===== config.mk =====
export PLATFORM = sky130hd
export DESIGN_NAME = job_table_with_id_allocation_top
export DESIGN_NICKNAME = d
export VERILOG_FILES = /design/src/sv/jtid_pkg.sv /design/src/sv/jtid_dp.sv /design/src/sv/jtid_ctrl.sv /design/src/sv/job_table_with_id_allocation_top.sv
export VERILOG_INCLUDE_DIRS = /design/src /design/src/sv
export SDC_FILE = /design/constraint.sdc
export NUM_CORES = 2
export LEC_CHECK = 0
export BUFFER_PORTS_ARGS = -buffer_cell sky130_fd_sc_hd__buf_2
export CORE_ASPECT_RATIO = 1.25
export CORE_MARGIN = 4
export CORE_UTILIZATION = 50
export DETAILED_ROUTE_END_ITERATION = 6
export GPL_ROUTABILITY_DRIVEN = 0
export PLACE_DENSITY = 0.71
export REMOVE_ABC_BUFFERS = 1
export SYNTH_ARGS = -nofsm -noshare
export SYNTH_HDL_FRONTEND = slang
export SYNTH_SLANG_ARGS = --single-unit

===== constraint.sdc =====
create_clock -name clk -period 18.4 [get_ports clk]
set_input_delay 2.76 -clock clk [delete_from_list [all_inputs] [get_ports clk]]
set_output_delay 2.76 -clock clk [all_outputs]
set_load 0.02 [all_outputs]

===== src/sv/assert_macros.svh =====
// ----------------------------------------------------------------------------
// assert_macros.svh
// Concurrent assertion macros used by the job table controller.
// ----------------------------------------------------------------------------
`ifndef ASSERT_MACROS_SVH
`define ASSERT_MACROS_SVH
`ifndef SYNTHESIS
// prop must hold at every clock edge out of reset
`define JT_ASSERT(lbl, clk_, rst_, prop, msg) \
  lbl: assert property (@(posedge clk_) disable iff (rst_) (prop)) else $error(msg);
// expr must never be true out of reset
`define JT_ASSERT_NEVER(lbl, clk_, rst_, expr, msg) \
  lbl: assert property (@(posedge clk_) disable iff (rst_) !(expr)) else $error(msg);
`else
`define JT_ASSERT(lbl, clk_, rst_, prop, msg)
`define JT_ASSERT_NEVER(lbl, clk_, rst_, expr, msg)
`endif
`endif


===== src/sv/jtid_pkg.sv =====
// ----------------------------------------------------------------------------
// jtid_pkg
// Types, codes and sizes for the job table with job id allocation.
// ----------------------------------------------------------------------------
`default_nettype none

package jtid_pkg;

  localparam int TABLE_SLOTS = 16;
  localparam int PID_BITS    = 22;
  localparam int SLOT_W      = $clog2(TABLE_SLOTS);
  // stored job ids grow past the slot count after delete/add pairs; keep full width
  localparam int JOB_BITS    = 32;

  // operation kinds
  localparam logic [2:0] KIND_ADD      = 3'd0;
  localparam logic [2:0] KIND_DEL      = 3'd1;
  localparam logic [2:0] KIND_FIND_PID = 3'd2;
  localparam logic [2:0] KIND_FIND_JOB = 3'd3;
  localparam logic [2:0] KIND_FG       = 3'd4;

  // result status codes
  localparam logic [1:0] ST_DONE     = 2'd0;
  localparam logic [1:0] ST_BAD_ID   = 2'd1;
  localparam logic [1:0] ST_NO_MATCH = 2'd2;
  localparam logic [1:0] ST_FULL     = 2'd3;

  localparam logic [1:0] RUN_FG = 2'd1;

  typedef struct packed {
    logic [2:0]          kind;
    logic [PID_BITS-1:0] process_id;
    logic [7:0]          job_id;
    logic [1:0]          new_state;
    logic                write_state;
  } req_t;

  typedef struct packed {
    logic [1:0]          status;
    logic [PID_BITS-1:0] found_process_id;
    logic [4:0]          found_job_id;
    logic [1:0]          found_state;
    logic [3:0]          found_slot;
  } rsp_t;

  // controller -> datapath
  typedef struct packed {
    logic load;
    logic lookup;
    logic apply;
    logic sweep;
  } dp_cmd_t;

  // datapath -> controller
  typedef struct packed {
    logic out_free;
    logic del_done;
    logic sweep_last;
  } dp_stat_t;

endpackage

`default_nettype wire


===== src/sv/jtid_dp.sv =====
// ----------------------------------------------------------------------------
// jtid_dp
// Datapath: entry table, item register, slot match and pick, next job id,
// max sweep after delete, and the result register.
// ----------------------------------------------------------------------------
`default_nettype none

module jtid_dp import jtid_pkg::*; (
  input  logic     clk,
  input  logic     rst,
  input  dp_cmd_t  cmd,
  output dp_stat_t stat,
  input  req_t     req,
  output logic     rsp_valid,
  input  logic     rsp_ready,
  output rsp_t     rsp
);

  req_t                item;
  logic [PID_BITS-1:0] ent_pid   [TABLE_SLOTS];
  logic [JOB_BITS-1:0] ent_job   [TABLE_SLOTS];
  logic [1:0]          ent_state [TABLE_SLOTS];
  logic [JOB_BITS-1:0] next_job;
  logic                hit;
  logic [SLOT_W-1:0]   slot;
  logic [SLOT_W-1:0]   sweep_cnt;
  logic [JOB_BITS-1:0] job_max;

  logic [TABLE_SLOTS-1:0] match;
  logic                   pick_hit;
  logic [SLOT_W-1:0]      pick_slot;
  logic [PID_BITS-1:0]    sel_pid;
  logic [JOB_BITS-1:0]    sel_job;
  logic [1:0]             sel_state;
  logic [1:0]             res_status;
  rsp_t                   res;
  logic [JOB_BITS-1:0]    next_inc;
  logic [JOB_BITS-1:0]    next_after_add;
  logic [JOB_BITS-1:0]    sweep_job;
  logic [JOB_BITS-1:0]    sweep_max;

  // hold the accepted item
  always_ff @(posedge clk) begin
    if (cmd.load) begin
      item <= req;
    end
  end

  // per-slot match for the current kind
  always_comb begin
    for (int i = 0; i < TABLE_SLOTS; i++) begin
      case (item.kind)
        KIND_ADD:                match[i] = (ent_pid[i] == '0);
        KIND_DEL, KIND_FIND_PID: match[i] = (ent_pid[i] == item.process_id);
        KIND_FIND_JOB:           match[i] = (ent_job[i] == JOB_BITS'(item.job_id));
        KIND_FG:                 match[i] = (ent_state[i] == RUN_FG);
        default:                 match[i] = 1'b0;
      endcase
    end
  end

  // lowest matching slot wins
  always_comb begin
    pick_hit  = |match;
    pick_slot = '0;
    for (int i = TABLE_SLOTS - 1; i >= 0; i--) begin
      if (match[i]) begin
        pick_slot = SLOT_W'(i);
      end
    end
  end

  always_ff @(posedge clk) begin
    if (cmd.lookup) begin
      hit  <= pick_hit;
      slot <= pick_slot;
    end
  end

  assign sel_pid   = ent_pid[slot];
  assign sel_job   = ent_job[slot];
  assign sel_state = ent_state[slot];

  assign next_inc       = next_job + JOB_BITS'(1);
  assign next_after_add = (next_inc > JOB_BITS'(TABLE_SLOTS)) ? JOB_BITS'(1) : next_inc;

  always_comb begin
    case (item.kind)
      KIND_ADD: begin
        if (item.process_id == '0) begin
          res_status = ST_BAD_ID;
        end else if (!hit) begin
          res_status = ST_FULL;
        end else begin
          res_status = ST_DONE;
        end
      end
      KIND_DEL, KIND_FIND_PID: begin
        if (item.process_id == '0) begin
          res_status = ST_BAD_ID;
        end else if (!hit) begin
          res_status = ST_NO_MATCH;
        end else begin
          res_status = ST_DONE;
        end
      end
      KIND_FIND_JOB: begin
        if (item.job_id == '0) begin
          res_status = ST_BAD_ID;
        end else if (!hit) begin
          res_status = ST_NO_MATCH;
        end else begin
          res_status = ST_DONE;
        end
      end
      KIND_FG: begin
        res_status = hit ? ST_DONE : ST_NO_MATCH;
      end
      default: begin
        res_status = ST_NO_MATCH;
      end
    endcase
  end

  // result fields show the entry after the op; delete reports the old ids
  always_comb begin
    res = '0;
    res.status = res_status;
    if (res_status == ST_DONE) begin
      res.found_process_id = sel_pid;
      res.found_job_id     = sel_job[4:0];
      res.found_state      = sel_state;
      res.found_slot       = 4'(slot);
      case (item.kind)
        KIND_ADD: begin
          res.found_process_id = item.process_id;
          res.found_job_id     = next_job[4:0];
          res.found_state      = item.new_state;
        end
        KIND_DEL: begin
          res.found_state = 2'd0;
        end
        KIND_FIND_PID, KIND_FIND_JOB: begin
          if (item.write_state) begin
            res.found_state = item.new_state;
          end
        end
        default: begin
        end
      endcase
    end
  end

  assign sweep_job = ent_job[sweep_cnt];
  assign sweep_max = (sweep_job > job_max) ? sweep_job : job_max;

  // table and next job id
  always_ff @(posedge clk) begin
    if (rst) begin
      for (int i = 0; i < TABLE_SLOTS; i++) begin
        ent_pid[i]   <= '0;
        ent_job[i]   <= '0;
        ent_state[i] <= '0;
      end
      next_job <= JOB_BITS'(1);
    end else if (cmd.apply && res_status == ST_DONE) begin
      case (item.kind)
        KIND_ADD: begin
          ent_pid[slot]   <= item.process_id;
          ent_job[slot]   <= next_job;
          ent_state[slot] <= item.new_state;
          next_job        <= next_after_add;
        end
        KIND_DEL: begin
          ent_pid[slot]   <= '0;
          ent_job[slot]   <= '0;
          ent_state[slot] <= '0;
        end
        KIND_FIND_PID, KIND_FIND_JOB: begin
          if (item.write_state) begin
            ent_state[slot] <= item.new_state;
          end
        end
        default: begin
        end
      endcase
    end else if (cmd.sweep && stat.sweep_last) begin
      next_job <= sweep_max + JOB_BITS'(1);
    end
  end

  // max sweep over stored job ids, one slot per cycle
  always_ff @(posedge clk) begin
    if (rst) begin
      sweep_cnt <= '0;
    end else if (cmd.apply) begin
      sweep_cnt <= '0;
    end else if (cmd.sweep) begin
      sweep_cnt <= sweep_cnt + SLOT_W'(1);
    end
  end

  always_ff @(posedge clk) begin
    if (cmd.apply) begin
      job_max <= '0;
    end else if (cmd.sweep) begin
      job_max <= sweep_max;
    end
  end

  // result register
  always_ff @(posedge clk) begin
    if (rst) begin
      rsp_valid <= 1'b0;
    end else if (cmd.apply) begin
      rsp_valid <= 1'b1;
    end else if (rsp_ready) begin
      rsp_valid <= 1'b0;
    end
  end

  always_ff @(posedge clk) begin
    if (cmd.apply) begin
      rsp <= res;
    end
  end

  assign stat.out_free   = !rsp_valid || rsp_ready;
  assign stat.del_done   = (item.kind == KIND_DEL) && (res_status == ST_DONE);
  assign stat.sweep_last = (sweep_cnt == SLOT_W'(TABLE_SLOTS - 1));

endmodule

`default_nettype wire


===== src/sv/jtid_ctrl.sv =====
// ----------------------------------------------------------------------------
// jtid_ctrl
// Controller: sequences load, lookup, apply and the post-delete max sweep.
// ----------------------------------------------------------------------------
`default_nettype none
`include "assert_macros.svh"

module jtid_ctrl import jtid_pkg::*; (
  input  logic     clk,
  input  logic     rst,
  input  logic     req_valid,
  output logic     req_ready,
  input  dp_stat_t stat,
  output dp_cmd_t  cmd
);

  localparam logic [1:0] S_IDLE   = 2'd0;
  localparam logic [1:0] S_LOOKUP = 2'd1;
  localparam logic [1:0] S_APPLY  = 2'd2;
  localparam logic [1:0] S_SWEEP  = 2'd3;

  logic [1:0] state;
  logic [1:0] state_next;

  assign req_ready = (state == S_IDLE);

  always_comb begin
    cmd        = '0;
    state_next = state;
    case (state)
      S_IDLE: begin
        if (req_valid) begin
          cmd.load   = 1'b1;
          state_next = S_LOOKUP;
        end
      end
      S_LOOKUP: begin
        cmd.lookup = 1'b1;
        state_next = S_APPLY;
      end
      S_APPLY: begin
        // hold until the result register can take the item
        if (stat.out_free) begin
          cmd.apply  = 1'b1;
          state_next = stat.del_done ? S_SWEEP : S_IDLE;
        end
      end
      S_SWEEP: begin
        cmd.sweep = 1'b1;
        if (stat.sweep_last) begin
          state_next = S_IDLE;
        end
      end
      default: begin
        state_next = S_IDLE;
      end
    endcase
  end

  always_ff @(posedge clk) begin
    if (rst) begin
      state <= S_IDLE;
    end else begin
      state <= state_next;
    end
  end

  `JT_ASSERT_NEVER(a_apply_full, clk, rst, cmd.apply && !stat.out_free, "apply with result held")
  `JT_ASSERT(a_load_lookup, clk, rst, cmd.load |=> cmd.lookup, "lookup did not follow load")
  `JT_ASSERT(a_sweep_end, clk, rst, cmd.sweep && stat.sweep_last |=> req_ready, "sweep did not end")

endmodule

`default_nettype wire


===== src/sv/job_table_with_id_allocation_top.sv =====
// Sequence: an item is accepted in idle, looked up in the next cycle and its result is
//   registered in apply, which waits until the result register is free.
// Items: a new item is accepted only in idle, once the last one is applied; a successful
//   delete also waits for the max sweep over stored job ids, one slot per cycle.
// Reset (rst, synchronous): all slots free, job ids and states zero, next job id 1.
// ----------------------------------------------------------------------------
// job_table_with_id_allocation_top
// Table of process entries with job id allocation: add, delete, find by
// process id or job id with optional restate, and foreground query.
// ----------------------------------------------------------------------------
`default_nettype none

module job_table_with_id_allocation_top import jtid_pkg::*; (
  input  logic clk,
  input  logic rst,
  input  logic req_valid,
  output logic req_ready,
  input  req_t req,
  output logic rsp_valid,
  input  logic rsp_ready,
  output rsp_t rsp
);

  dp_cmd_t  cmd;
  dp_stat_t stat;

  // Controller: idle -> lookup -> apply, then a sweep after a delete that
  // hit, to recompute the next job id as the largest stored id plus one.
  jtid_ctrl u_ctrl (
    .clk       (clk),
    .rst       (rst),
    .req_valid (req_valid),
    .req_ready (req_ready),
    .stat      (stat),
    .cmd       (cmd)
  );

  // Datapath: entries in flops, parallel slot compare with lowest-slot pick,
  // and a result register that frees the input side while an item waits.
  jtid_dp u_dp (
    .clk       (clk),
    .rst       (rst),
    .cmd       (cmd),
    .stat      (stat),
    .req       (req),
    .rsp_valid (rsp_valid),
    .rsp_ready (rsp_ready),
    .rsp       (rsp)
  );

endmodule

`default_nettype wire


Yosys cells after proc, flatten, opt, wreduce, memory -nomap -nowiden

Memories as Yosys holds them, arrays and structs flattened. A register that Yosys moved wholly into a read port is not among the register bits.
Cells that the tools add are included.

Output and inout port bits: 37
Memories kept: 3
Latch bits: 0
Bits in registers: 147
Bits in writable memories: 896
Bits of input ports: 40
Bits in read-only memories: 0
Word-level logic and storage cells: 220

Memories:

| memory         | words | width | rd ports | clocked after memory_dff | wr ports | line          | RTL |
|---|---|---|---|---|---|---|---|
| u_dp.ent_job   | 16    | 32    | 18       | 1                        | 16       | jtid_dp.sv:21 | `logic [JOB_BITS-1:0] ent_job [TABLE_SLOTS];` |
| u_dp.ent_pid   | 16    | 22    | 17       | 0                        | 16       | jtid_dp.sv:20 | `logic [PID_BITS-1:0] ent_pid [TABLE_SLOTS];` |
| u_dp.ent_state | 16    | 2     | 17       | 0                        | 16       | jtid_dp.sv:22 | `logic [1:0] ent_state [TABLE_SLOTS];` |

Shifts and indexed selects: 0
Mux-type cells: 88
Equality and inequality tests: 60
Reduce and logical (&&, ||, !) cells: 40
Bitwise operators: 4
Multiply operators: 0
Div/mod/pow operators: 0
$lt $le $gt $ge: 2
Add/sub/neg operators: 3

Operators with widths:

| operator              | count |
|---|---|
| $eq 32x8->1           | 16 |
| $logic_not 22->1      | 17 |
| $eq 22x22->1          | 16 |
| $mux 32               | 7 |
| $add 32x1->32 const B | 2 |
| $pmux 1 s4            | 16 |
| $mux 4                | 13 |
| $mux 22               | 2 |
| $eq 2x1->1 const B    | 17 |
| $gt 32x32->1          | 1 |
| $gt 32x5->1 const B   | 1 |
| $reduce_or 32->1      | 1 |
| $mux 2                | 15 |
| $mux 1                | 27 |
| $mux 27               | 1 |
| $reduce_or 22->1      | 1 |
| $pmux 2 s4            | 2 |
| $reduce_or 16->1      | 1 |
| $mux 3                | 4 |
| $reduce_or 2->1       | 5 |
| $logic_not 8->1       | 1 |
| $reduce_or 8->1       | 1 |
| $eq 3x2->1 const B    | 2 |
| $ne 2x2->1 const B    | 3 |
| other kinds (17)      | 25 |

Longest topological paths before layout

Depth after elaboration: 18
Depth in mapped cells: 26

Cells and area by module

From an unflattened synthesis, not the netlist that was laid out.

Cell total of the unflattened synthesis: 4,471
Area, all modules: 55,240.5 µm²

Modules (own cells, without submodules):

| module    | cells an instance | seq. area each (µm²) | area each (µm²) | instances |
|---|---|---|---|---|
| jtid_dp   | 4,455             | 30,649.4             | 55,124.1        | 1 |
| jtid_ctrl | 16                | 40.0                 | 116.4           | 1 |

Least setup slack after synthesis

No wires, ideal clock.

Path type: reg-to-reg
From: register with a tool-made name
To: register u_dp.next_job[14]
Clock period less this slack: 5,947 ps
Data required time: 18,283 ps
Setup slack: 12,453 ps
Setup time: 117 ps
Data arrival time: 5,829 ps
Stages on the path, launching flop included: 24
Cells stage by stage: dfxtp_1 > buf_6 > buf_8 > buf_12 > buf_12 > buf_6 > mux4_2 > mux4_2 > ha_1 > nand4_1 > nor4_2 > o21ai_0 > a31o_2 > a21oi_4 > buf_2 > clkbuf_1 > nand2_1 > o21ai_0 > ha_1 > inv_1 > nor4_1 > mux2i_1 > or4_1 > a32o_1

RTL lines:

| element                | line           | RTL |
|---|---|---|
| end signal: assignment | jtid_dp.sv:172 | `next_job <= next_after_add;` |
| end signal: assignment | jtid_dp.sv:188 | `next_job <= sweep_max + JOB_BITS'(1);` |
| end: declaration       | jtid_dp.sv:23  | `logic [JOB_BITS-1:0] next_job;` |

==> impl_metrics.toml <==
[timing]
rsz0062_at_grt = "false"
timing.final.hold_violations = 0
finalWorstSetupSlack_ns = 10.20
finalMaxSlewViolations = 0
setup_violations = 0
fin_skew_ns = 0.03897
relSlewSlack_pct = 13.89
fin_setup_tns_ns = 0
max_freq_mhz = 121.9
tightest_slew_ns = 1.289
min_period_ns = 8.201
finalCritPeriodShare_pct = 44.57

[flow_run]
cap_viol_max_count = 0

[clock_tree]
clkTransAtPathRegs_ns = 0.06
cts_resized = 0
cts_num_sinks = 1047
holdBufCountCts = 0
postCtsSetupBuffers = 0
numCtsBuffers = 102
htree_num_levels = 3
worstSkewPairLatency_ns = 0.73
cts-root-buf = "clkbuf_16"
cts_tree = "yes"
clock_path_buffers = 3

[synth]
synth_area_per_cell_um2 = 12.33
netlist.area_leader.share_pct = 52.55
yosysSeqAreaShare_pct = 55.25
synth-main-ff-cell = "edfxtp_1"
ys_ff_latch = 1047
synth_top_area_cell = "edfxtp_1"
synth_cells = 4503
ys_types = 87
synth_area_leaders = "edfxtp_1, mux4_2, nor2_1, xor2_1, xnor2_1"
synth_warnings = 0
async_reset_ff_share_pct = 0
synthesis.area_mm2 = 0.05554
synth_edf_count = 972

[hold_path]
min_delay_path_depth = 2
worstHoldStart = "u_dp.job_max[7]"
hold_end = "u_dp.job_max[7]"
hold_path_class = "reg -> reg"

[final_layout]
fin_util_pct = 54.83
final_cells = 5981
drive_gt1_share_pct = 14.64
nets = 4517
area_growth_pct = 8.682
final_common_cell = "nor2_1"
layout_common_cells = "nor2_1, edfxtp_1, xor2_1, nor4_1, xnor2_1"

[global_route]
grt_pass1_wl_mm = 281.8
use_met1_pct = 38.39
antenna_found_initial = 5
grtUsageMet2_pct = 52.24
met3_usage_pct = 9.402
grt_max_degree = 75
grt_pass1_vias = 40255
gr-total-overflow = 0
grt_usage_pct = 33.26
grt.busiest_layer = "met2"

[critical_path]
critPathLaunchType = "register"
reg2reg_depth = 19
arrival_ns = 8.77
crit_path_max_fanout = 44
path_class = "reg -> reg"
r2r-end = "u_dp.next_job[28]"
rrSetupSlack_ns = 10.20
crit_slowest_cell = "dfxtp_4"
critPathRequiredTime_ns = 18.97
slowest_delay_ns = 0.89
cp-end-kind = "register"
path_common_cell = "buf_4"
crit_chain = "buf_4 > buf_4 > mux4_1 > mux4_2 > ha_1 > nand4_1 > nor4_2 > o21ai_0 > a31oi_1 > o21ai_2 > buf_4 > o21ai_0 > ha_1 > inv_1 > nor4_1 > nand3_1 > a222oi_1 > xor2_1 > o21ai_1"

[placed_design]
dp.cells = 5786
hpwl_mm = 135.8
post-place-ws_ns = 10.46
io_buffers = 76

[status]
violations = "design-rule violations"
status = "finished with violations"

[detailed_routing]
drtPass1Iterations = 7
post_drt_via_cell_ratio = 6.978
num_vias = 41735
wire_per_inst_um = 33.11
wl_mm = 198.1
initialDrtViolationCount = 7129
antenna_left = 0
drc = 13

[floorplanning]
ioPinCount = 77
rows = 136
dieArea_mm2 = 0.1165
start_util_pct = 50.45
fp.coreArea_mm2 = 0.1101
fp.dieW_um = 306.1
fp.dieH_um = 380.6

[power_and_ir_drop]
cellPowerDensity_mw_per_mm2 = 93.24
p_leak_nw = 19.55
ir_drop_mv = 0.07255
==> per-layer routing <==
layer / part of all wire (%) / vias up / wire length, µm
li1: - / 16640 / -
met3: 13 / 1043 / 25590
met2: 45 / 3595 / 89640
met5: 0.010 / - / 20
met1: 31 / 20455 / 62240
met4: 10 / 2 / 20570
==> worst max-delay path by stage <==
stage                         from                end  slack (ns)  cells past startpoint
after floorplan           register  u_dp.next_job[28]        8.36                     17
after global placement    register  u_dp.next_job[28]       10.59                     19
after detailed placement  register  u_dp.next_job[28]       10.46                     19
after CTS                 register  u_dp.next_job[28]       10.38                     19
after global routing      register  u_dp.next_job[28]        9.84                     19
final                     register  u_dp.next_job[28]       10.20                     19
==> cells in the mapped netlist (5+ instances only) <==
library cell / count
buf_12: 10
mux4_1: 77
o21ai_1: 6
inv_1: 59
buf_6: 10
xor2_1: 278
o211ai_1: 6
mux2i_1: 37
a211oi_1: 15
nor2b_1: 8
and3_1: 11
buf_2: 153
nand3_1: 71
a21oi_1: 79
buf_4: 7
and4_1: 5
nand4_1: 122
edfxtp_1: 972
o21bai_1: 18
o32ai_1: 14
nor4_1: 267
mux4_2: 206
or3_1: 13
a31oi_1: 11
o31ai_1: 12
or4_1: 12
nor3b_1: 5
nand2b_1: 25
or2_2: 5
buf_1: 25
clkbuf_1: 128
xnor2_1: 249
a22oi_1: 44
nor2_1: 984
o21ai_0: 41
nor3_1: 77
and2_1: 14
nand2_2: 49
nand2_1: 193
dfxtp_1: 75
ha_1: 36
==> power breakdown <==
group | switching (mW) | internal, mW
Combinational | 0.398 | 0.210
Sequential | 0.0975 | 2.70
Clock | 0.952 | 1.27
Total | 1.45 | 4.18
==> worst max-delay path, delay by kind of cell (launching register included) <==
kind	cells	cell delay [ns]
xor+xnor	1	0.21
fa+ha+maj	2	0.68
simple gates	4	1.71
flops	1	0.89
compound gates	6	1.39
buf+inv	4	1.85
mux	2	1.18
==> metrics by stage <==
step,hold slack (ns),power [mW],cell area [µm²]
finish,0.5052,5.628,60370
global route,0.5386,5.747,60360
CTS,0.5007,5.595,60360
detailed placement,0.4866,3.429,56850
global placement,0.4814,3.419,56850
floorplan,0.4645,3.192,53800
==> layout make-up <==
cell class,count,area (µm²)
Fill cell,8965,49730
Sequential cell,1047,30700
Multi-Input combinational cell,3058,23020
Clock buffer,120,2705
Tap cell,1449,1813
Timing Repair Buffer,170,1086
Clock inverter,71,799.5
Inverter,62,232.7
Antenna cell,4,10.01
==> logic make-up (layout without fill, tap and decap cells) <==
group | count (synthesis) | after routing | share of synthesized area [%]
simple gates | 1880 | 1880 | 15.74
buf+inv | 398 | 423 | 3.557
mux | 322 | 322 | 12.72
other cells | 0 | 4 | 0
compound gates | 293 | 293 | 3.609
flops | 1047 | 1047 | 55.25
xor+xnor | 527 | 527 | 8.310
fa+ha+maj | 36 | 36 | 0.8110
==> registers in the layout, indices dropped and copies added (netlist names), named ones only <==
| register | cells |
|---|---|
| u_ctrl.state | 2 |
| u_dp.ent_job | 512 |
| u_dp.ent_pid | 352 |
| u_dp.ent_state | 32 |
| u_dp.hit | 1 |
| u_dp.item | 36 |
| u_dp.job_max | 32 |
| u_dp.next_job | 32 |
| u_dp.rsp | 35 |
| u_dp.rsp_valid | 1 |
| u_dp.slot | 4 |
| u_dp.sweep_cnt | 4 |
Note: power is estimated with default switching activity, not from simulation.
